<file path="src/psbs_pkg.sv">
`default_nettype none

package psbs_pkg;

	localparam int MaxElements = 1024;
	localparam int AddrW       = $clog2(MaxElements);
	localparam int CountW      = $clog2(MaxElements + 1);
	localparam int DataW       = 32;
	localparam int PaddrW      = 3;

	// register index, taken from paddr[2]
	localparam logic RegTargetSum = 1'b0;

	typedef logic [DataW-1:0] data_t;
	typedef logic [AddrW-1:0] addr_t;
	typedef logic [CountW-1:0] count_t;

endpackage

`default_nettype wire

</file>
<file path="src/psbs_match.sv">
`default_nettype none

// 33-bit pair sum against the target, result registered
module psbs_match (
	input  wire logic           clk,
	input  wire logic           arst_n,
	input  wire logic           valid_s1,
	input  wire psbs_pkg::data_t a,
	input  wire psbs_pkg::data_t b,
	input  wire psbs_pkg::data_t target,
	output logic                hit_s2
);

	logic [psbs_pkg::DataW:0] sum;
	logic [psbs_pkg::DataW:0] goal;

	assign sum  = {a[psbs_pkg::DataW-1], a} + {b[psbs_pkg::DataW-1], b};
	assign goal = {target[psbs_pkg::DataW-1], target};

	always_ff @(posedge clk or negedge arst_n) begin
		if (!arst_n) begin
			hit_s2 <= 1'b0;
		end else begin
			hit_s2 <= valid_s1 && (sum == goal);
		end
	end

endmodule

`default_nettype wire
</file>
<file path="config.mk">
export PLATFORM = sky130hd
export DESIGN_NAME = psbs_match
export DESIGN_NICKNAME = d
export VERILOG_FILES = /design/src/psbs_pkg.sv /design/src/psbs_match.sv
export SDC_FILE = /design/constraint.sdc
export NUM_CORES = 1
export LEC_CHECK = 0
export BUFFER_PORTS_ARGS = -buffer_cell sky130_fd_sc_hd__buf_2
export CORE_MARGIN = 4
export CORE_UTILIZATION = 47
export CTS_CLUSTER_DIAMETER = 100
export DETAILED_ROUTE_END_ITERATION = 8
export PLACE_DENSITY = 0.89
export SKIP_CTS_REPAIR_TIMING = 1
export SLEW_MARGIN = 20
export SYNTH_ARGS = -nofsm -noshare
export SYNTH_HDL_FRONTEND = slang
export SYNTH_SLANG_ARGS = --single-unit
</file>
<file path="constraint.sdc">
create_clock -name clk -period 0.8 [get_ports clk]
set_input_delay 0.16 -clock clk [delete_from_list [all_inputs] [get_ports clk]]
set_output_delay 0.16 -clock clk [all_outputs]
set_load 0.02 [all_outputs]
</file>
# After elaboration in Yosys (flattened, before gate mapping)
# Index checks and enable logic that the tools add are counted.
# W data, S select, Z words.
[op_classes]
addsub = 1
eq_ne = 1
reduce_logical = 1
[ops]
columns = ["cell", "count"]
rows = [
  ["$add A32 B32 Y33", 1],
  ["$eq A33 B33 Y1", 1],
  ["$logic_and A1 B1 Y1", 1],
]
[totals]
register_bits = 1
inputBits = 99
out_inout_bits = 1
word_cells = 4

# Logic depth before layout (Yosys ltp)
[logic_depth]
word_depth = 3
depth_mapped = 11
ltp_nobuf = 11

# Worst setup path after synthesis
# No wires, ideal clock.
[synth_path]
kind = "input to register"
startpoint = "in a[0]"
endpoint = "reg hit_s2"
setup_ns = 0.111
t_arrival_ns = 2.628
setup_slack_ns = -1.940
stages = 10
n_path_buf = 0
cell_sequence = "ha_1 > fa_1 > a21o_1 > a221oi_2 > xnor2_1 > o2111ai_1 > or4_1 > nor4_1 > nand4_1 > a2111oi_2"
[synth_via]
elab_chain_cells = 3
[synth_lines]
columns = ["item", "line_no", "rtl"]
rows = [
  ["start, declared", "psbs_match.sv:8", "input wire psbs_pkg::data_t a,"],
  ["$add A32 B32 Y33", "psbs_match.sv:17", "assign sum = {a[psbs_pkg::DataW-1], a} + {b[psbs_pkg::DataW-1], b};"],
  ["$eq A33 B33 Y1", "psbs_match.sv:24", "hit_s2 <= valid_s1 && (sum == goal);"],
  ["$logic_and A1 B1 Y1", "psbs_match.sv:24", ""],
  ["end signal, assigned", "psbs_match.sv:24", ""],
  ["end, declared", "psbs_match.sv:11", "output logic hit_s2"],
]
# No other way between the ends.

# Worst setup path in the final report
[layout_path]
startpoint = "in a[4]"
endpoint = "reg hit_s2"
# The elaborated chain is that of the path after synthesis.

==> metrics.md <==
| Metric | Value |
|---|---|
| Sequential share of power | 1.3% |
| Top Ports | 100 |
| Share of layout cells above drive strength 1 | 45.7% |
| Failing checks | DRC, setup timing |
| Least-Margin Pin Slew | 0.590 ns |
| Worst path arrival time | 3.16 ns |
| DP Worst Slack | -2.31 ns |
| Fmax | 303 MHz |
| Cell Rows | 26 |
| Core area | 5070 um2 |
| Fin. max-slew vios | 0 |
| Drt first pass iters | 9 |
| Area delta synth->final | 67.3% |
| Maximum fanout along the worst path | 4 |
| Final wirelength | approximately 12000 um |
| Setup Crit Path Kind | in -> reg |
| Largest net degree at the start of global routing | 8 |
| Synth Warn # | 0 |
| First-pass GRT wire length | roughly 18000 um |
| # DRC | 4 |
| Worst Hold Class | in -> async |
| Pleak | 1.98 nW |
| Fillers | 296 |
| #FFs+latches synth | 1 |
| Crit. Startpoint | a[4] |
| Critical-path top delay cell | a211oi_1 |
| Clock share of power | 0% |
| Critical Path RT | around 0.66 ns |
| Vias in the first global route | just over 4000 |
| Top cells by area, synth | ha_1 (16%), xnor2_1 (10%), a21oi_1 (8.0%) |
| Max Cap Violations | 0 |
| Vias per cell | ~6.4 |
| Worst-path cell chain | buf_2 -> ha_1 -> buf_4 -> nand4_1 -> a211oi_4 -> buf_4 -> o21ai_1 -> a211oi_1 -> o211ai_1 -> a2111oi_2 -> nand4_1 -> a2111oi_2 |
| Die area | 6430 um2 |
| Overflow after GRT | 0 |
| Initial Util | 48.2% |
| Cell variety after synth | 69 |
| Synth Flop Type | dfrtp_1 |
| Post-synth EDFFs | 0 |
| Most frequent cells in the layout | buf_4 (132), buf_2 (97), nand2_1 (40) |
| ANT nets after route | 0 |
| Design area | ~4100 um2 |
| Chip height | roughly 80 um |
| Largest registers | hit_s2 (1) |
| HPWL after detailed placement | 9550 um |
| Number of flip-flops in the largest register | 1 |
| Final Setup Violations | 1 |
| Maximum vdd drop | 0.526 mV |
| # port buffers | 99 |
| CP endpoint kind | flop |
| Nature of the critical path startpoint | primary input |
| Cell taking the most area after synthesis | ha_1 |
| Wire per inst | 18.2 um |
| Final nets | between 700 and 800 |
| Avg Cell Area, Syn | 7.03 um2 |
| Area taken by multi-input logic gates | 2450 um2 |
| Worst Setup Slack, final | -2.50 ns |
| Final core utilization | 80.7% |
| Final worst-path cycle share | 413% |
| Commonest non-fill, non-tap cell in the layout | buf_4 |
| Logic pwr share | 98.7% |
| Area occupied by registers | 25.0 um2 |
| Initial antenna violation count | 0 |
| Mapped Nets | 480 |
| Syn Std Cell Area | 2450 um2 |
| Status | finished, violations left |
| Pwr Total | 0.00390 W |
| Net Sw Frac | 49.9% |
| Crit path largest cell delay | 0.50 ns |
| Hold Fails Final Rpt | 0 |
| Family with the most delay on the worst path | compound AO/OA/AOI/OAI gates |
| Iter 0 DRT Violations | 529 |
| Routability Congestion | about 1 |
| Placed cells | ~640 |
| Worst slew margin | about three fifths |
| Fin crit period | 3.30 ns |
| Internal power | 0.00195 W |
| Post-Syn Instances | 348 |
| Cell Count, Final, Fillers Out | roughly 640 |
| Worst path buffer plus inverter count | 3 |
| Switch Pwr | between 0.0015 and 0.002 W |
| RSZ-0062 raised after global routing | yes |
| Async set or reset register ratio after synthesis | 100% |
| Via count | between 4000 and 5000 |
| Clock transition at path regs | 0 ns |
| Chip Width | ~80 um |
| Diode count | 0 |
| Top cell type's share of synthesized area | 16.4% |
| Sequential area share after synthesis | just over 1% |
| Biggest register | hit_s2 |
| P per Cell Area | 952 nW/um2 |
| Area after DPL | 3970 um2 |
| GR Util All Layers | 33.0% |
==> cells in the mapped netlist, drive strengths merged (4+ instances only) <==
cell and n:
nand2 41, a21oi 40, ha 32, xnor2 28
o21ai 24, nor2 22, nand4 15, xor2 14
nand3 10, nor3 10, clkbuf 7, nand2b 6
o21a 6, inv 5, o211ai 5, a211oi 4
a21o 4, buf 4, mux2i 4, nor2b 4
==> routing by layer <==
layer | up-vias | share of wire [%] | global-route usage, %
met5 | - | 0 | 0
met3 | 134 | 12 | 5.83
met4 | 0 | 8.3 | 19.1
met2 | 372 | 47 | 62.0
li1 | 1781 | - | -
met1 | 1788 | 33 | 33.8
==> layout make-up <==
| type | count | share of cell area [%] |
|---|---|---|
| multi-input cells | 331 | 59.9 |
| repair buffers | 232 | 36.9 |
| well taps | 70 | 2.14 |
| flip-flops and latches | 1 | 0.611 |
| inverters | 5 | 0.458 |
==> power groups by stage <==
stage | logic (W) | clock network (W) | registers, W
after detailed placement | 0.00352 | 0 | 0.0000515
after global routing | 0.00406 | 0 | 0.0000515
after global placement | 0.00332 | 0 | 0.0000515
after CTS | 0.00354 | 0 | 0.0000515
after floorplan | 0.00183 | 0 | 0.0000515
final | 0.00385 | 0 | 0.0000515
==> worst max-delay path by stage <==
stage,slack [ns],depth (start not counted),end
3_3_place_gp,-2.10,11,hit_s2
3_5_place_dp,-2.31,11,hit_s2
2_1_floorplan,-1.84,10,hit_s2
5_1_grt,-2.64,12,hit_s2
4_1_cts,-2.31,11,hit_s2
6_report,-2.50,12,hit_s2
==> stage by stage <==
step	setup TNS (ns)	hold WS, ns
5_1_grt	-2.64	0.515
3_5_place_dp	-2.31	-0.0488
6_report	-2.50	0.500
3_3_place_gp	-2.10	-0.0574
4_1_cts	-2.31	-0.0486
2_1_floorplan	-1.84	-0.136
==> cell families after synthesis <==
kind of cell | count (synthesis) | share of synthesized area [%]
compound gates | 125 | 35.8
simple gates | 124 | 25.3
xor+xnor | 42 | 15.0
fa+ha+maj | 33 | 17.2
buf+inv | 16 | 2.66
mux | 7 | 3.02
flops | 1 | 1.02
No activity file was read; power rests on OpenSTA's default activity.
